File: src/msce_pkg.sv
// shared types, widths and register codes of the mimo svd combiner equaliser
package msce_pkg;

    localparam int STREAM_COUNT = 2;
    localparam int NUM_LANES    = 2 * STREAM_COUNT;

    localparam int SAMPLE_W = 16;
    localparam int COEF_W   = 16;
    localparam int GAIN_W   = 16;
    localparam int PROD_W   = SAMPLE_W + COEF_W;
    localparam int SUM_W    = PROD_W + 1;
    localparam int MAG_W    = PROD_W;
    localparam int DIV_BITS = SAMPLE_W - 1;

    // products, sum, magnitude, then one quotient bit per stage
    localparam int LANE_STAGES = 3 + DIV_BITS;
    localparam int PIPE_DEPTH  = LANE_STAGES + 1;

    localparam int CFG_IDX_W  = 3;
    localparam int CFG_DATA_W = 16;

    localparam logic [SAMPLE_W-1:0] SAT_POS = {1'b0, {(SAMPLE_W-1){1'b1}}};
    localparam logic [SAMPLE_W-1:0] SAT_NEG = {1'b1, {(SAMPLE_W-1){1'b0}}};

    localparam logic [COEF_W-1:0] COEF_ONE   = COEF_W'(16384);
    localparam logic [COEF_W-1:0] COEF_ZERO  = '0;
    localparam logic [GAIN_W-1:0] GAIN_UNITY = GAIN_W'(16384);

    typedef enum logic [CFG_IDX_W-1:0] {
        REG_COEF_RX0_S0 = 3'd0,
        REG_COEF_RX1_S0 = 3'd1,
        REG_COEF_RX0_S1 = 3'd2,
        REG_COEF_RX1_S1 = 3'd3,
        REG_GAIN_S0     = 3'd4,
        REG_GAIN_S1     = 3'd5
    } cfg_reg_t;

    typedef struct packed {
        logic [STREAM_COUNT-1:0][COEF_W-1:0] coef_rx0;
        logic [STREAM_COUNT-1:0][COEF_W-1:0] coef_rx1;
        logic [STREAM_COUNT-1:0][GAIN_W-1:0] gain;
    } cfg_t;

    typedef struct packed {
        logic [COEF_W-1:0] coef_a;
        logic [COEF_W-1:0] coef_b;
        logic [GAIN_W-1:0] gain;
    } lane_cfg_t;

endpackage

File: src/msce_lane.sv
// one lane: two-tap combiner, then a pipelined saturating divide by the gain
module msce_lane (
    input  logic                                 aclk,
    input  msce_pkg::lane_cfg_t                  lane_cfg,
    input  logic [msce_pkg::LANE_STAGES-1:0]     stage_en,
    input  logic [msce_pkg::SAMPLE_W-1:0]        x0,
    input  logic [msce_pkg::SAMPLE_W-1:0]        x1,
    output logic [msce_pkg::SAMPLE_W-1:0]        result
);

    localparam int DB = msce_pkg::DIV_BITS;
    localparam int MW = msce_pkg::MAG_W;

    logic signed [msce_pkg::PROD_W-1:0] prod_a_reg, prod_b_reg;
    logic signed [msce_pkg::PROD_W-1:0] prod_a_next, prod_b_next;
    logic signed [msce_pkg::SUM_W-1:0]  sum_reg, sum_next;
    logic        [msce_pkg::SUM_W-1:0]  neg_sum;
    logic        [MW-1:0]               mag_next;
    logic        [MW-1:0]               sat_limit;

    logic [MW-1:0] rem_reg  [0:DB];
    logic [DB-1:0] quot_reg [0:DB];
    logic          neg_reg  [0:DB];
    logic          zero_reg [0:DB];
    logic          sat_reg  [0:DB];

    logic [MW:0]   diff     [1:DB];
    logic          take     [1:DB];

    assign prod_a_next = $signed(lane_cfg.coef_a) * $signed(x0);
    assign prod_b_next = $signed(lane_cfg.coef_b) * $signed(x1);
    assign sum_next    = msce_pkg::SUM_W'(prod_a_reg) + msce_pkg::SUM_W'(prod_b_reg);
    assign neg_sum     = msce_pkg::SUM_W'(0) - sum_reg;
    assign mag_next    = sum_reg[msce_pkg::SUM_W-1] ? neg_sum[MW-1:0] : sum_reg[MW-1:0];
    // quotient at or above 2^15 saturates either way
    assign sat_limit   = MW'(lane_cfg.gain) << DB;

    always_comb begin
        for (int j = 1; j <= DB; j++) begin
            diff[j] = {1'b0, rem_reg[j-1]} - {1'b0, MW'(lane_cfg.gain) << (DB - j)};
            take[j] = !diff[j][MW];
        end
    end

    always_ff @(posedge aclk) begin
        if (stage_en[0]) begin
            prod_a_reg <= prod_a_next;
            prod_b_reg <= prod_b_next;
        end
        if (stage_en[1]) begin
            sum_reg <= sum_next;
        end
        if (stage_en[2]) begin
            rem_reg[0]  <= mag_next;
            quot_reg[0] <= '0;
            neg_reg[0]  <= sum_reg[msce_pkg::SUM_W-1];
            zero_reg[0] <= (sum_reg == '0);
            sat_reg[0]  <= (mag_next >= sat_limit);
        end
        for (int j = 1; j <= DB; j++) begin
            if (stage_en[2+j]) begin
                rem_reg[j]  <= take[j] ? diff[j][MW-1:0] : rem_reg[j-1];
                quot_reg[j] <= quot_reg[j-1] | (DB'(take[j]) << (DB - j));
                neg_reg[j]  <= neg_reg[j-1];
                zero_reg[j] <= zero_reg[j-1];
                sat_reg[j]  <= sat_reg[j-1];
            end
        end
    end

    always_comb begin
        if (zero_reg[DB]) begin
            result = '0;
        end else if (sat_reg[DB]) begin
            result = neg_reg[DB] ? msce_pkg::SAT_NEG : msce_pkg::SAT_POS;
        end else if (neg_reg[DB]) begin
            result = msce_pkg::SAMPLE_W'(0) - {1'b0, quot_reg[DB]};
        end else begin
            result = {1'b0, quot_reg[DB]};
        end
    end

endmodule

File: config.mk
export PLATFORM = sky130hd
export DESIGN_NAME = msce_lane
export DESIGN_NICKNAME = d
export VERILOG_FILES = /design/src/msce_pkg.sv /design/src/msce_lane.sv
export SDC_FILE = /design/constraint.sdc
export NUM_CORES = 2
export LEC_CHECK = 0
export BUFFER_PORTS_ARGS = -buffer_cell sky130_fd_sc_hd__buf_2
export CAP_MARGIN = 20
export CORE_ASPECT_RATIO = 1.25
export CORE_UTILIZATION = 35
export DETAILED_ROUTE_END_ITERATION = 10
export GPL_TIMING_DRIVEN = 0
export HOLD_SLACK_MARGIN = 0.02
export PLACE_DENSITY = 0.59
export SYNTH_ARGS = -nofsm -noshare
export SYNTH_HDL_FRONTEND = slang
export SYNTH_SLANG_ARGS = --single-unit
File: constraint.sdc
create_clock -name aclk -period 8.1 [get_ports aclk]
set_clock_uncertainty 0.2 [all_clocks]
set_input_delay 0 -clock aclk [delete_from_list [all_inputs] [get_ports aclk]]
set_output_delay 0 -clock aclk [all_outputs]
set_load 0.005 [all_outputs]
Yosys cells after proc, flatten, opt, wreduce, memory -nomap -nowiden

Memories as Yosys holds them, arrays and structs flattened.
Cells that the tools add are included.
Widths: inputs -> output; s select.

Bits in registers: 97
Word-level logic and storage cells: 112
Memory bits (writable): 800
Output and inout bits: 16
ROM bits: 0
Input port bits: 99
Latch bits: 0
Memories kept: 5

Div/mod/pow operators: 0
Bitwise gates (word level): 15
Muxes and demuxes: 52
Shifts and indexed selects: 0
Eq/ne operators: 0
Add/subtract/negate cells: 18
Reduce and logical (&&, ||, !) cells: 16
Magnitude comparators: 1
Multipliers: 2

Memory list:

| memory   | words | bits a word | read ports | clocked after memory_dff | wr ports | RTL line        | source |
|---|---|---|---|---|---|---|---|
| rem_reg  | 16    | 32          | 15         | 0                        | 16       | msce_lane.sv:21 | `logic [MW-1:0] rem_reg [0:DB];` |
| quot_reg | 16    | 15          | 16         | 0                        | 16       | msce_lane.sv:22 | `logic [DB-1:0] quot_reg [0:DB];` |
| neg_reg  | 16    | 1           | 16         | 0                        | 16       | msce_lane.sv:23 | `logic neg_reg [0:DB];` |
| sat_reg  | 16    | 1           | 16         | 0                        | 16       | msce_lane.sv:25 | `logic sat_reg [0:DB];` |
| zero_reg | 16    | 1           | 16         | 0                        | 16       | msce_lane.sv:24 | `logic zero_reg [0:DB];` |

Operators by type and width:

| operator              | number |
|---|---|
| $mux 32               | 16 |
| $mul 16x16->32        | 2 |
| $mux 16               | 4 |
| $add 32x32->33        | 1 |
| $logic_not 33->1      | 1 |
| $sub 32x16->33        | 1 |
| $sub 32x17->33        | 1 |
| $sub 32x18->33        | 1 |
| $sub 32x19->33        | 1 |
| $sub 32x20->33        | 1 |
| $sub 32x21->33        | 1 |
| $sub 32x22->33        | 1 |
| $sub 32x23->33        | 1 |
| $sub 32x24->33        | 1 |
| $sub 32x25->33        | 1 |
| $sub 32x26->33        | 1 |
| $sub 32x27->33        | 1 |
| $sub 32x28->33        | 1 |
| $sub 32x29->33        | 1 |
| $sub 32x30->33        | 1 |
| $ge 32x31->1          | 1 |
| $mux 1                | 32 |
| $sub 1x32->32 const A | 1 |
| $sub 1x15->16 const A | 1 |
| 16 further kinds      | 30 |

Logic depth before layout (Yosys ltp)

An unclocked memory read counts as a cell.

Depth in word-level cells: 5
Gate-level depth with buffers: 24
Depth with buffers taken out: 23

Least setup slack after synthesis

Ideal clock, no wire load.

Path kind: input -> register
Start point: input port lane_cfg[44] (netlist bit)
End point: register prod_a_reg[30] (netlist bit) (data pin)
Slack: 2.005 ns
Data required time: 7.641 ns
Buffers on the path: 1
Cell stages on the path: 21
Arrival: 5.636 ns
Library setup time: 0.259 ns
Cells stage by stage: clkbuf_1 nand2_1 fa_1 fa_1 fa_1 inv_1 fa_1 fa_1 inv_1 fa_1 inv_1 ha_1 a211o_1 a21oi_1 o21ai_0 o211a_1 a221o_1 a221oi_2 o2111ai_1 a41oi_1 xnor2_1

Cells in the longest elaborated chain, start to end: 1

RTL lines:

| element                   | RTL line        | source |
|---|---|---|
| start, declared           | msce_lane.sv:4  | `input msce_pkg::lane_cfg_t lane_cfg,` |
| $mul 16x16->32            | msce_lane.sv:30 | `assign prod_a_next = $signed(lane_cfg.coef_a) * $signed(x0);` |
| via prod_a_next (one bit) | msce_lane.sv:15 | `logic signed [msce_pkg::PROD_W-1:0] prod_a_next, prod_b_next;` |
| end signal, assigned      | msce_lane.sv:47 | `prod_a_reg <= prod_a_next;` |
| end, declared             | msce_lane.sv:14 | `logic signed [msce_pkg::PROD_W-1:0] prod_a_reg, prod_b_reg;` |

The timed path passes the listed nets, and every way through them passes these cells.
A chain may end at the register's enable or synchronous reset.

Final worst setup path

Start point: input port x0[1] (netlist bit)
End point: register prod_a_reg[31] (netlist bit) (data pin)

Cells in the longest elaborated chain, start to end: 1

RTL lines:

| element                   | RTL line        | source |
|---|---|---|
| start, declared           | msce_lane.sv:6  | `input logic [msce_pkg::SAMPLE_W-1:0] x0,` |
| $mul 16x16->32            | msce_lane.sv:30 |  |
| via prod_a_next (one bit) | msce_lane.sv:15 |  |

The timed path passes the listed nets, and every way through them passes these cells.

==> flow_summary.yaml <==
floorplan:
  die_h_um: 466
  ios: 115
  dieArea_mm2: 0.174
  core_area_mm2: 0.171
  initial_core_util: 0.352
  num_rows: 170
  die_x_um: 374
sta:
  rsz0062_at_grt: "false"
  period_minus_slack_ps: 7080
  worst_hold_slack_ps: 68.7
  setup_viol: 0
  fin_crit_sh: 0.874
  fmax_mhz: 141
  worst_slack_ps: 1020
  setup_tns_ps: 0
  slew_headroom: 0.243
  worst_slew_pin_slew_ps: 1130
  slew_violations: 0
  hold_violations: 0
worst_setup_path:
  crit_fanout: 10
  reg2regPathDepth: 15
  required_ps: 8320
  critPathLaunchType: "input port"
  cp_data_arrival_time_ps: 7300
  cp-end-kind: "register"
  crit_type: "input port to register"
layout:
  layoutNonFillerInstCount: 8175
  n_fill_cell: 16600
  largest_register_ffs: 480
  utilization: 0.393
  post-route-cell-area_mm2: 0.0674
  area.growth.synth_to_final_pct: 11.6
  fin_nets: 6954
  layout-drive-gt1-share: 0.0689
placement:
  dpl.cell_count: 7974
  numPortBuffers: 114
  routabilityCongestion: 0.910
  hpwl_um: 116000
  dp_slack_ps: 932
  place_area_mm2: 0.0640
logic_synthesis:
  synth_edf_count: 745
  synth_top_area_cell: "edfxtp_1"
  synthCells: 5612
  yosysSeqAreaShare: 0.371
  ys_warn_count: 0
  ys_ff_latch: 745
  syn_nets: 6704
  synth_area_mm2: 0.0604
  ys.flop_type: "edfxtp_1"
  avgSynthCellArea_um2: 10.8
  async_flop_share: 0
  synth_common_cells: "787 x inv_1, 745 x edfxtp_1, 539 x fa_1, 489 x nand2_1, 454 x ha_1"
  netlist_top_cells_area: "edfxtp_1 37%, fa_1 18%, ha_1 9.4%, inv_1 4.9%, xnor2_1 3.6%"
  yosys.cell_types.count: 96
  synth_top_area_share: 0.371
  synth_most_common_cell: "inv_1"
cts:
  htreeDepth: 3
  post_cts_buffers: 0
  cts_buffers: 86
  cts_tree: "done"
  clock_latency_ps: 690
  cts_max_path_buffers: 3
  cts_sinks: 745
  path_clk_slew_ps: 60
  cts-root-buf: "clkbuf_16"
detailed_routing:
  drt_wl_total_um: 149000
  vias: 41600
  first_pass_iters: 9
  drtIter0Drc: 2234
  routedWlPerCell_um: 18.2
  drc: 2
  vias_per_cell: 5.09
  final_antenna_net_count: 0
grt:
  antenna_found_initial: 10
  gr-total-overflow: 0
  grt_pass1_wl_um: 233000
  gr-usage-all-layers: 0.170
  grt_pass1_vias: 43200
  grt_max_degree: 48
hold_path:
  min_path_type: "input port to register"
  holdPathStages: 3
pwr:
  power_density_mw_per_mm2: 482
  max-vdd-ir-drop_mv: 0.732
  power_mw: 32.5
  cellLeakagePower_nw: 28.0
run_status:
  failed_checks: "DRC"
  status: "finished with violations"
flow_run:
  max_cap_violations: 0
[cells by family after synthesis]
group,after synthesis,share of synthesized area
AO/OA/AOI/OAI,964,0.102
AND/OR/NAND/NOR,1527,0.125
flip-flops,745,0.371
XOR/XNOR,383,0.0556
adder cells (fa/ha/maj),993,0.273
multiplexers,98,0.0181
buffers and inverters,902,0.0567
[report_power, final]
part	internal [mW]	switching, mW
registers	6.78	0.793
clock network	2.34	1.65
logic	9.22	11.7
[layout make-up]
class / count / area, um2 / share of cell area
timing repair buffer: 162 / 1260 / 0.0186
tap: 2236 / 2800 / 0.0415
multi-input combinational: 3965 / 34600 / 0.513
sequential: 745 / 22400 / 0.332
antenna: 6 / 15.0 / 0.000223
clock inverter: 56 / 748 / 0.0111
buffer: 112 / 454 / 0.00674
inverter: 790 / 2970 / 0.0440
clock buffer: 103 / 2220 / 0.0329
[worst paths after layout]
check                                               start                   endpoint  slack [ps]
worst max-delay path                                x0[1]   prod_a_reg[31]$_DFFE_PP_        1020
worst min-delay path                         lane_cfg[32]    prod_a_reg[0]$_DFFE_PP_          70
worst max register to register       sum_reg[5]$_DFFE_PP_    sat_reg[0][0]$_DFFE_PP_        2830
worst min register to register  rem_reg[0][128]$_DFFE_PP_  rem_reg[0][160]$_DFFE_PP_         180
[timing repair]
action / 4_1_cts / 5_1_grt
hold endpoints to repair: 755 / 0
hold buffers: 33 / 0
resized for setup: 0 / 0
[cells in the final DEF, fill, tap and decap left out, types with 71 or more instances in the layout]
cell / instances
nor2_1: 305
clkbuf_16: 86
buf_2: 120
inv_1: 782
fa_1: 539
ha_1: 454
nand2b_1: 78
o21a_1: 71
mux2_2: 88
and2_1: 251
edfxtp_1: 745
a21oi_1: 291
o21ai_0: 218
xnor2_1: 251
nor3_1: 95
nand2_1: 489
xor2_1: 132
clkbuf_1: 114
a21o_1: 86
[critical path: stages]
cell,delay [ps]
dlygate4sd3_1,590
buf_2,200
clkbuf_1,470
nand2_1,160
fa_1,530
fa_1,530
fa_1,520
inv_1,60
fa_1,500
fa_1,490
inv_1,50
fa_1,480
inv_1,100
ha_1,410
o21ai_0,120
a2111oi_0,310
o21ai_0,250
a311oi_1,460
a2111oi_2,140
o31ai_1,480
a41o_1,240
a21oi_1,70
xnor2_1,140
[layer usage]
| metal | track usage | share of wire |
|---|---|---|
| met2 | 0.327 | 0.54 |
| met3 | 0.0191 | 0.036 |
| met4 | 0.0830 | 0.050 |
| met5 | 0 | 0.00069 |
| met1 | 0.184 | 0.37 |
Note: power is estimated with default switching activity, not from simulation.
