## src/msce_pkg.sv

```systemverilog
// shared types, widths and register codes of the mimo svd combiner equaliser
package msce_pkg;

    localparam int STREAM_COUNT = 2;
    localparam int NUM_LANES    = 2 * STREAM_COUNT;

    localparam int SAMPLE_W = 16;
    localparam int COEF_W   = 16;
    localparam int GAIN_W   = 16;
    localparam int PROD_W   = SAMPLE_W + COEF_W;
    localparam int SUM_W    = PROD_W + 1;
    localparam int MAG_W    = PROD_W;
    localparam int DIV_BITS = SAMPLE_W - 1;

    // products, sum, magnitude, then one quotient bit per stage
    localparam int LANE_STAGES = 3 + DIV_BITS;
    localparam int PIPE_DEPTH  = LANE_STAGES + 1;

    localparam int CFG_IDX_W  = 3;
    localparam int CFG_DATA_W = 16;

    localparam logic [SAMPLE_W-1:0] SAT_POS = {1'b0, {(SAMPLE_W-1){1'b1}}};
    localparam logic [SAMPLE_W-1:0] SAT_NEG = {1'b1, {(SAMPLE_W-1){1'b0}}};

    localparam logic [COEF_W-1:0] COEF_ONE   = COEF_W'(16384);
    localparam logic [COEF_W-1:0] COEF_ZERO  = '0;
    localparam logic [GAIN_W-1:0] GAIN_UNITY = GAIN_W'(16384);

    typedef enum logic [CFG_IDX_W-1:0] {
        REG_COEF_RX0_S0 = 3'd0,
        REG_COEF_RX1_S0 = 3'd1,
        REG_COEF_RX0_S1 = 3'd2,
        REG_COEF_RX1_S1 = 3'd3,
        REG_GAIN_S0     = 3'd4,
        REG_GAIN_S1     = 3'd5
    } cfg_reg_t;

    typedef struct packed {
        logic [STREAM_COUNT-1:0][COEF_W-1:0] coef_rx0;
        logic [STREAM_COUNT-1:0][COEF_W-1:0] coef_rx1;
        logic [STREAM_COUNT-1:0][GAIN_W-1:0] gain;
    } cfg_t;

    typedef struct packed {
        logic [COEF_W-1:0] coef_a;
        logic [COEF_W-1:0] coef_b;
        logic [GAIN_W-1:0] gain;
    } lane_cfg_t;

endpackage

```

## src/msce_cfg_regs.sv

```systemverilog
// configuration register file: combiner weights and stream gains
module msce_cfg_regs (
    input  logic                             aclk,
    input  logic                             aresetn,
    input  logic                             cfg_we,
    input  logic [msce_pkg::CFG_IDX_W-1:0]   cfg_index,
    input  logic [msce_pkg::CFG_DATA_W-1:0]  cfg_wdata,
    output msce_pkg::cfg_t                   cfg
);

    msce_pkg::cfg_t cfg_reg;
    msce_pkg::cfg_t cfg_next;

    always_comb begin
        cfg_next = cfg_reg;
        if (cfg_we) begin
            case (msce_pkg::cfg_reg_t'(cfg_index))
                msce_pkg::REG_COEF_RX0_S0: cfg_next.coef_rx0[0] = cfg_wdata;
                msce_pkg::REG_COEF_RX1_S0: cfg_next.coef_rx1[0] = cfg_wdata;
                msce_pkg::REG_COEF_RX0_S1: cfg_next.coef_rx0[1] = cfg_wdata;
                msce_pkg::REG_COEF_RX1_S1: cfg_next.coef_rx1[1] = cfg_wdata;
                msce_pkg::REG_GAIN_S0:     cfg_next.gain[0]     = cfg_wdata;
                msce_pkg::REG_GAIN_S1:     cfg_next.gain[1]     = cfg_wdata;
                default:                   cfg_next             = cfg_reg;
            endcase
        end
    end

    always_ff @(posedge aclk) begin
        if (!aresetn) begin
            cfg_reg.coef_rx0[0] <= msce_pkg::COEF_ONE;
            cfg_reg.coef_rx1[0] <= msce_pkg::COEF_ZERO;
            cfg_reg.coef_rx0[1] <= msce_pkg::COEF_ZERO;
            cfg_reg.coef_rx1[1] <= msce_pkg::COEF_ONE;
            cfg_reg.gain[0]     <= msce_pkg::GAIN_UNITY;
            cfg_reg.gain[1]     <= msce_pkg::GAIN_UNITY;
        end else begin
            cfg_reg <= cfg_next;
        end
    end

    assign cfg = cfg_reg;

endmodule

```

## config.mk

```make
export PLATFORM = sky130hd
export DESIGN_NAME = msce_cfg_regs
export DESIGN_NICKNAME = d
export VERILOG_FILES = /design/src/msce_pkg.sv /design/src/msce_cfg_regs.sv
export SDC_FILE = /design/constraint.sdc
export NUM_CORES = 1
export LEC_CHECK = 0
export BUFFER_PORTS_ARGS = -buffer_cell sky130_fd_sc_hd__buf_2
export CAP_MARGIN = 0
export CORE_MARGIN = 5
export CORE_UTILIZATION = 53
export DETAILED_ROUTE_END_ITERATION = 6
export HOLD_SLACK_MARGIN = 0.02
export PLACE_DENSITY = 0.83
export SLEW_MARGIN = 15
export SYNTH_ARGS = -nofsm -noshare
export SYNTH_HDL_FRONTEND = slang
export SYNTH_SLANG_ARGS = --single-unit
export TNS_END_PERCENT = 100
```

## constraint.sdc

```tcl
create_clock -name aclk -period 2.1 [get_ports aclk]
set_input_delay 0.105 -clock aclk [delete_from_list [all_inputs] [get_ports aclk]]
set_output_delay 0.105 -clock aclk [all_outputs]
set_load 0.005 [all_outputs]
```

-- After elaboration in Yosys (flattened, before gate mapping)
Index checks and enable logic that the tools add are counted.
- flip-flop bits (word level): 96
- input bits: 22
- output and inout port bits: 96
- word-level logic and storage cells: 18
- equal/unequal tests: 5
- reduce and logical (&&, ||, !) cells: 7
- operator list (operator ; count):
    $reduce_and A2 Y1 ; 6
    $eq A3 B2 Y1 const B ; 2
    $eq A3 B3 Y1 const B ; 2
    $eq A3 B1 Y1 const B ; 1
    $logic_not A3 Y1 ; 1

-- Depth between registers and ports, before layout
Gate-level depths: netlist of the first run.
- depth after elaboration: 2
- mapped depth: 5

-- Least setup slack after synthesis of the first run
No wires, ideal clock.
- path kind: input -> register
- from: in cfg_index[1] (netlist bit)
- to: reg cfg_reg (netlist bit cfg[78])
- library setup time: 0.127 ns
- arrival time: 1.032 ns
- required time: 1.973 ns
- setup slack: 0.941 ns
- stages on the path: 4
- path through: or4b_1 -> buf_6 -> buf_12 -> mux2i_1
- longest elaborated chain between the ends: 2
- ends and longest elaborated chain (element ; RTL line ; text):
    start: declaration ; msce_cfg_regs.sv:6 ; input logic [msce_pkg::CFG_IDX_W-1:0] cfg_index,
    $logic_not A3 Y1 ; msce_cfg_regs.sv:17 ; case (msce_pkg::cfg_reg_t'(cfg_index))
    $reduce_and A2 Y1 (no source line) ; n/a ;
    end signal: assignment ; msce_cfg_regs.sv:38 ; cfg_reg <= cfg_next;
    end: declaration ; msce_cfg_regs.sv:11 ; msce_pkg::cfg_t cfg_reg;
No other way between the ends.
A chain may end at the register's enable or synchronous reset.

-- Worst setup path after layout of the first run
- from: in cfg_index[1] (netlist bit)
- to: reg cfg_reg (netlist bit cfg[71])
The elaborated chain is that of the path after synthesis.

==> results of run 1 <==
==> cell families after synthesis <==
kind of cell / count (synthesis)
buffers and inverters: 25
muxes: 96
DFF: 96
and+or+nand+nor: 119
==> critical path, cell delays in order <==
cell     delay [ns]
buf_2          0.12
or4b_1         0.94
mux2i_1        0.33
==> area by class of cell <==
class	count	area (um^2)
Clock inverter	3	40.0
Multi-Input combinational cell	215	1460
Sequential cell	96	1920
Fill cell	493	2060
Clock buffer	13	159
Tap cell	77	96.3
Timing Repair Buffer	125	648
==> stage by stage <==
stage	hold WS (ns)	setup WS (ns)	instance area, um^2	power [uW]
finish	0.0771	0.845	4330	3310
detailed placement	0.424	0.522	4130	2150
global route	0.0571	0.804	4330	3430
global placement	0.415	0.545	4130	2140
floorplan	0.267	0.941	3510	2050
CTS	0.0558	0.859	4330	3320
==> power by group <==
group          switching, uW  total (uW)  internal (uW)
Sequential              20.8        1880           1860
Clock                    583        1200            614
Combinational            136         228           92.3
==> layer usage <==
layer	GRT usage (%)	wire length, um	vias up
met5	0	0	-
met4	8.80	131	0
met3	4.30	401	10
met2	31.0	4170	78
met1	26.5	3890	1296
li1	-	-	1334
==> worst max-delay path by stage <==
stage | start | to | slack (ns) | cells after the start
after floorplan | cfg_index[1] | cfg[78]$_SDFFE_PN1P_ | 0.94 | 4
after global placement | cfg_index[1] | cfg[71]$_SDFFE_PN0P_ | 0.55 | 3
after detailed placement | cfg_index[1] | cfg[73]$_SDFFE_PN0P_ | 0.52 | 3
after CTS | cfg_index[1] | cfg[71]$_SDFFE_PN0P_ | 0.86 | 3
after global routing | cfg_index[1] | cfg[71]$_SDFFE_PN0P_ | 0.80 | 3
final | cfg_index[1] | cfg[71]$_SDFFE_PN0P_ | 0.85 | 3
==> cells in the final DEF, fill, tap and decap left out <==
cell type / count
and4bb_1: 1
clkinv_2: 2
nor2b_1: 5
buf_4: 9
or4b_1: 1
buf_2: 116
nand4bb_1: 2
clkbuf_1: 2
nand4b_1: 2
dfxtp_1: 96
clkbuf_8: 11
mux2i_1: 96
bufinv_16: 1
nand2_1: 108
==> impl_metrics.yaml, run 1 <==
status:
  outcome: "finished clean"
setup_path:
  cp.required_ns: 2.36
  rr_startpoint: "cfg[71]$_SDFFE_PN0P_"
  critical_path_class: "primary input to flop"
  crit_path_max_fanout: 16
  reg2reg_setup_slack_ns: 1.44
  end_kind: "flop"
  start_kind: "primary input"
  ff2ff_path_depth: 2
  reg2reg_to: "cfg[71]$_SDFFE_PN0P_"
  crit_arrival_ns: 1.51
timing:
  max-slew-margin-rel_pct: 40.8
  rsz0062_at_grt: "no"
  worst_pin_slew_ns: 0.888
  tns_ns: 0
  period_minus_slack_ns: 1.25
  max_freq_ghz: 0.797
  finalCritPeriodShare_pct: 59.8
  finalHoldViolCount: 0
  setup_violations: 0
  fin_skew_ns: 0
  report.final.slew_viol_count: 0
routing:
  drtIter0Drc: 150
  drc_errors: 0
  final_antenna_net_count: 0
  drt-vias-per-instance: 5.14
  drt_pass1_iterations: 4
  wl_per_cell_um: 16.2
  vias: 2718
  routed_wl_um: 8590
cts:
  numCtsBuffers: 9
  cts_tree: "done"
  htreeDepth: 3
  clkTransAtPathRegs_ns: 0.09
  clock_latency_ns: 0.33
  ctsHoldBuffers: 0
  cts_setup_buffers: 0
  ctsResizeCount: 0
  cts.sinks: 96
  cts-root-buf: "clkbuf_8"
  clockBufferDepth: 2
power:
  power_density_nw_per_um2: 764
  p_leak_uw: 0.00244
  vdd_ir_drop_max_mv: 0.494
synth:
  synth_flop_cell: "dfxtp_1"
  synth_compound_area_share_pct: 0
  synth_top_area_share_pct: 54.7
  synthAdderAreaFrac_pct: 0
  synth_top_family_by_area: "multiplexers"
  synth_common_cells: "nand2_1, dfxtp_1, mux2i_1"
  synthTopCellsByArea: "dfxtp_1, mux2i_1, nand2_1"
  yosys.area_share.xor_xnor_pct: 0
  synthArstFlopShare_pct: 0
  synth_edf_count: 0
  ys_ff_latch: 96
  yosysMostFrequentCell: "nand2_1"
  synthMuxAreaShare_pct: 27.4
  synth_area_leader_cell: "dfxtp_1"
  postSynthCellCount: 336
  synthDistinctLibCells: 12
  ys_seq_area_share_pct: 54.7
  synth.avg_cell_area_um2: 10.5
  synth_area_um2: 3510
  synth.net_count: 358
  ys_warn_count: 0
  synth-simple-area-share_pct: 14.2
cells_and_area:
  drive_above_1_share_pct: 30.8
  finalNonFillerCells: 529
  largest_reg_flops: 96
  diodes: 0
  fin_nets: 469
  syn2layout_area_growth_pct: 23.1
  final_util_pct: 67.7
place:
  dp_hpwl_um: 6080
  io_buffer_count: 117
  place_inst: 513
  gp_congestion: 0.790
min_path:
  min_path_type: "primary input to flop"
  hold_end: "cfg[94]$_SDFFE_PN0P_"
  whs_path_depth: 3
  hp-start: "cfg_wdata[14]"
global_route:
  grt_pass1_wl_um: 13400
  grt.overflow.total: 0
  antenna_found_initial: 0
  grt_max_degree: 64
  grt_pass1_vias: 2654
  track_usage_pct: 19.9
floorplanning:
  die_w_um: 91.4
  die-area_um2: 8360
  coreArea_um2: 6390
  initial_core_util_pct: 55.0
  num_rows: 29
  die_h_um: 91.4
  io_pins: 118
flow_run:
  max-cap-violations: 0
(Power assumes the default switching activity.)
==> run 2, diff against run 1 <==
--- a/config.mk
+++ b/config.mk
@@ -8,10 +8,10 @@
 export BUFFER_PORTS_ARGS = -buffer_cell sky130_fd_sc_hd__buf_2
 export CAP_MARGIN = 0
 export CORE_MARGIN = 5
-export CORE_UTILIZATION = 53
+export CORE_UTILIZATION = 45
 export DETAILED_ROUTE_END_ITERATION = 6
 export HOLD_SLACK_MARGIN = 0.02
-export PLACE_DENSITY = 0.83
+export PLACE_DENSITY = 0.75
 export SLEW_MARGIN = 15
 export SYNTH_ARGS = -nofsm -noshare
 export SYNTH_HDL_FRONTEND = slang
==> constraint.sdc (replaced) <==
create_clock -name aclk -period 1.15 [get_ports aclk]
set_input_delay 0.0575 -clock aclk [delete_from_list [all_inputs] [get_ports aclk]]
set_output_delay 0.0575 -clock aclk [all_outputs]
set_load 0.005 [all_outputs]
==> run 2 against run 1 <==
Die area increased by 16%. Via count increased by 1.3%. Core utilization decreased by 8.9 points. Clock skew unchanged. Design area increased by 4.0%. Global-route usage decreased by 1.1 points. First-iteration DRC count decreased by 22%. Register-to-register slack got worse by 0.93 ns. Clock power increased by 69%. Sequential cell count unchanged. Setup slack got worse by 0.62 ns. Power increased by 79%.
==> impl_metrics.yaml, run 2 (synthesized netlist as in run 1, its figures left out) <==
setup_path:
  path_buf_inv: 1
  crit_path_max_fanout: 2
  start_kind: "flop"
  cp.required_ns: 1.09
  cp_cell_sequence: "buf_2"
  critical_path_class: "flop to output pin"
  cp_slowest_cell: "dfxtp_1"
  reg2reg_setup_slack_ns: 0.51
  crit_path_max_incr_delay_ns: 0.38
  crit_arrival_ns: 0.86
  crit_family: "flip-flops"
  end_kind: "output pin"
routing:
  wl_per_cell_um: 15.9
  routed_wl_um: 8990
  drc_errors: 0
  drt_pass1_iterations: 4
  drt-vias-per-instance: 4.88
  final_antenna_net_count: 0
  vias: 2754
  drtIter0Drc: 117
place:
  dp_hpwl_um: 6440
  place_inst: 547
  io_buffer_count: 117
  gp_congestion: 0.771
cells_and_area:
  syn2layout_area_growth_pct: 28.1
  drive_above_1_share_pct: 32.3
  layout_commonest_cell: "buf_2"
  mostFrequentLayoutCells: "buf_2, nand2_1, mux2i_1, dfxtp_1, buf_4"
  diodes: 0
  finalNonFillerCells: 564
  largest_reg_flops: 96
  fin_nets: 479
global_route:
  grt.overflow.total: 0
  grt_pass1_vias: 2708
  grt_max_degree: 33
  grt_pass1_wl_um: 14300
  track_usage_pct: 18.8
  antenna_found_initial: 0
timing:
  report.final.slew_viol_count: 0
  max-slew-margin-rel_pct: 79.8
  whs_ns: 0.0570
  finalHoldViolCount: 0
  period_minus_slack_ns: 0.921
  fin_skew_ns: 0
  finalCritPeriodShare_pct: 80.1
  max_freq_ghz: 1.09
  setup_violations: 0
  worst_pin_slew_ns: 0.303
  rsz0062_at_grt: "no"
power:
  vdd_ir_drop_max_mv: 0.695
  power_density_nw_per_um2: 1320
  p_leak_uw: 0.00251
floorplanning:
  initial_core_util_pct: 45.9
  die_w_um: 98.4
  num_rows: 32
  io_pins: 118
  die-area_um2: 9670
  die_h_um: 98.4
  coreArea_um2: 7650
cts:
  numCtsBuffers: 9
  cts.sinks: 96
  clockBufferDepth: 2
  htreeDepth: 3
  ctsResizeCount: 0
  clock_latency_ns: 0.35
  clkTransAtPathRegs_ns: 0.10
  cts_tree: "done"
  cts-root-buf: "clkbuf_8"
status:
  outcome: "finished clean"
flow_run:
  max-cap-violations: 0
min_path:
  min_path_type: "primary input to flop"
[run 2: what timing repair did]
action / 4_1_cts / 5_1_grt
hold buffers: 1 / 0
buffers inserted: 0 / 0
endpoints found under the hold margin: 4 / 0
[run 2: routing by layer]
layer / global-route usage (%) / up-vias / share of wire [%]
met1: 23.6 / 1334 / 44
met4: 7.77 / 0 / 1.8
met5: 0 / - / 0
met3: 4.07 / 13 / 4.1
li1: - / 1349 / -
met2: 31.3 / 58 / 50
[run 2: layout make-up]
cell class,instances,area [um^2]
Timing Repair Buffer,135,813
Sequential cell,96,1920
Multi-Input combinational cell,215,1460
Fill cell,684,3150
Tap cell,102,128
Clock inverter,6,50.0
Clock buffer,10,128
[run 2: report_power, final]
group | internal [uW] | switching (uW)
Combinational | 209 | 258
Clock | 819 | 1210
Sequential | 3400 | 38.0
[run 2: per-stage QoR]
step | setup slack, ns | total power [uW] | instance area [um^2] | utilization (%) | TNS [ns]
after global routing | 0.184 | 6190 | 4500 | 58.9 | 0
after detailed placement | -0.0527 | 3980 | 4310 | 56.4 | -0.638
after CTS | 0.221 | 5980 | 4500 | 58.9 | 0
final | 0.229 | 5930 | 4500 | 58.9 | 0
after floorplan | 0.0385 | 3740 | 3510 | - | 0
after global placement | -0.0373 | 3970 | 4310 | 56.4 | -0.562
[run 2: worst paths after layout]
check	start	to	cells past startpoint
worst max-delay path	cfg[66]$_SDFFE_PN0P_	cfg[66]	1
worst min-delay path	aresetn	cfg[53]$_SDFFE_PN0P_	3
worst max register to register	cfg[67]$_SDFFE_PN0P_	cfg[67]$_SDFFE_PN0P_	2
worst min register to register	cfg[90]$_SDFFE_PN0P_	cfg[90]$_SDFFE_PN0P_	2
==> run 3, diff against run 2 <==
--- a/config.mk
+++ b/config.mk
@@ -8,10 +8,10 @@
 export BUFFER_PORTS_ARGS = -buffer_cell sky130_fd_sc_hd__buf_2
 export CAP_MARGIN = 0
 export CORE_MARGIN = 5
-export CORE_UTILIZATION = 45
+export CORE_UTILIZATION = 50
 export DETAILED_ROUTE_END_ITERATION = 6
 export HOLD_SLACK_MARGIN = 0.02
-export PLACE_DENSITY = 0.75
+export PLACE_DENSITY = 0.79
 export SLEW_MARGIN = 15
 export SYNTH_ARGS = -nofsm -noshare
 export SYNTH_HDL_FRONTEND = slang
==> constraint.sdc (replaced) <==
create_clock -name aclk -period 0.9 [get_ports aclk]
set_input_delay 0.045 -clock aclk [delete_from_list [all_inputs] [get_ports aclk]]
set_output_delay 0.045 -clock aclk [all_outputs]
set_load 0.005 [all_outputs]
==> run 3 against run 2 <==
Sequential cell count did not move. Design area grew 0.95%. Critical path type unchanged. Power increased by 28%. Global-route usage increased by 0.88 points. Cell count down 1.4%. Non-clock buffer count grew 1. Die area down 9.0%. Largest power group unchanged. Sequential share of layout area rose by 0.12 points.
==> impl_metrics.yaml, run 3 (synthesized netlist as in run 1, its figures left out) <==
setup_path:
  path_buf_inv: 1
  worstSetupStartpoint: "cfg[45]$_SDFFE_PN0P_"
  crit_family: "flip-flops"
  end_kind: "output pin"
  cp_cell_sequence: "buf_2"
  crit_path_max_fanout: 2
  rr_startpoint: "cfg[78]$_SDFFE_PN1P_"
  crit_path_max_incr_delay_ns: 0.37
  reg2reg_setup_slack_ns: 0.23
  path_depth: 1
  crit_end: "cfg[45]"
  cp.required_ns: 0.85
  reg2reg_to: "cfg[78]$_SDFFE_PN1P_"
  crit_arrival_ns: 0.83
  ff2ff_path_depth: 2
  start_kind: "flop"
  cp_slowest_cell: "dfxtp_1"
  critical_path_class: "flop to output pin"
timing:
  max-slew-margin-rel_pct: 79.6
  max_freq_ghz: 1.14
  rsz0062_at_grt: "no"
  setup_violations: 0
  finalCritPeriodShare_pct: 97.3
  finalHoldViolCount: 0
  report.final.slew_viol_count: 0
  period_minus_slack_ns: 0.876
  worst_slack_ns: 0.0239
  fin_skew_ns: 0
  worst_pin_slew_ns: 0.306
routing:
  drt-vias-per-instance: 4.93
  route.met3.wl_um: 506
  wl_per_cell_um: 15.5
  wl_met1_um: 3790
  routed_wl_um: 8630
  drc_errors: 0
  final_antenna_net_count: 0
  vias: 2741
  top_layer: "met4"
  dr_wl_met2_um: 4260
  drtIter0Drc: 79
  drt_pass1_iterations: 4
cells_and_area:
  diodes: 0
  seq_area_um2: 1950
  nFillCells: 592
  fin_area_um2: 4540
  largest_reg_flops: 96
  drive_above_1_share_pct: 36.3
  syn2layout_area_growth_pct: 29.3
  layout_commonest_cell: "buf_2"
  fin_nets: 480
  mostFrequentLayoutCells: "buf_2, nand2_1, mux2i_1"
  multiInputGateArea_um2: 1470
flow_run:
  max-cap-violations: 0
floorplanning:
  num_rows: 30
  coreArea_um2: 6830
  io_pins: 118
  initial_core_util_pct: 51.4
  die-area_um2: 8800
  die_h_um: 93.8
  die_w_um: 93.8
cts:
  htreeDepth: 3
  clkTransAtPathRegs_ns: 0.08
  cts.sinks: 96
  cts_setup_buffers: 0
  cts_tree: "done"
  cts-root-buf: "clkbuf_8"
  clockBufferDepth: 2
  numCtsBuffers: 9
  clock_latency_ns: 0.34
place:
  place_ws_ns: -0.279
  placed_area_um2: 4330
  gp_congestion: 0.822
  io_buffer_count: 117
  dp_hpwl_um: 6320
global_route:
  grt_pass1_wl_um: 13600
  grt_pass1_vias: 2740
  track_usage_pct: 19.7
  grt.overflow.total: 0
  grt_max_degree: 25
  antenna_found_initial: 0
power:
  total_power_uw: 7620
  power_density_nw_per_um2: 1680
  p_leak_uw: 0.00253
  vdd_ir_drop_max_mv: 0.904
min_path:
  min_path_type: "primary input to flop"
status:
  outcome: "finished clean"
==> run 3: layout make-up <==
cell class | count | share of cell area [%]
clock buffers | 12 | 3.19
well taps | 96 | 2.64
clock inverters | 1 | 0.661
flip-flops and latches | 96 | 42.8
repair buffers | 136 | 18.4
multi-input cells | 215 | 32.3
==> run 3: worst min path at each step <==
stage | from | slack (ns) | end | cells after the start
6_report | aresetn | 0.06 | cfg[21]$_SDFFE_PN0P_ | 3
5_1_grt | aresetn | 0.06 | cfg[21]$_SDFFE_PN0P_ | 3
4_1_cts | aresetn | 0.05 | cfg[69]$_SDFFE_PN0P_ | 3
3_5_place_dp | cfg_wdata[14] | 0.35 | cfg[46]$_SDFFE_PN0P_ | 3
3_3_place_gp | cfg_wdata[14] | 0.33 | cfg[46]$_SDFFE_PN0P_ | 3
2_1_floorplan | cfg_wdata[14] | 0.21 | cfg[46]$_SDFFE_PN0P_ | 2
==> run 3: stage by stage <==
stage               std cells  hold slack (ns)  TNS [ns]  util (%)
CTS                       556           0.0537         0      66.1
global route              556           0.0586         0      66.5
detailed placement        542            0.349    -12.38      63.4
global placement          542            0.332    -11.12      63.4
finish                    556           0.0624         0      66.5
floorplan                 336            0.207     -2.04         -
==> run 3: timing repair <==
item	CTS	global route
resized for setup	0	21
endpoints found under the hold margin	2	0
hold buffers	1	0
setup endpoints to repair	0	23
==> run 3: where the power goes <==
| group | internal (uW) | switching [uW] |
|---|---|---|
| sequential | 4340 | 50.4 |
| combinational | 281 | 325 |
| clock | 1320 | 1300 |
| total | 5940 | 1680 |
==> run 3: metal layers <==
metal  global-route usage (%)  up-vias
met1                     25.5     1301
li1                         -     1356
met3                     4.81        8
met4                     5.29        0
met2                     32.6       76
met5                        0        -
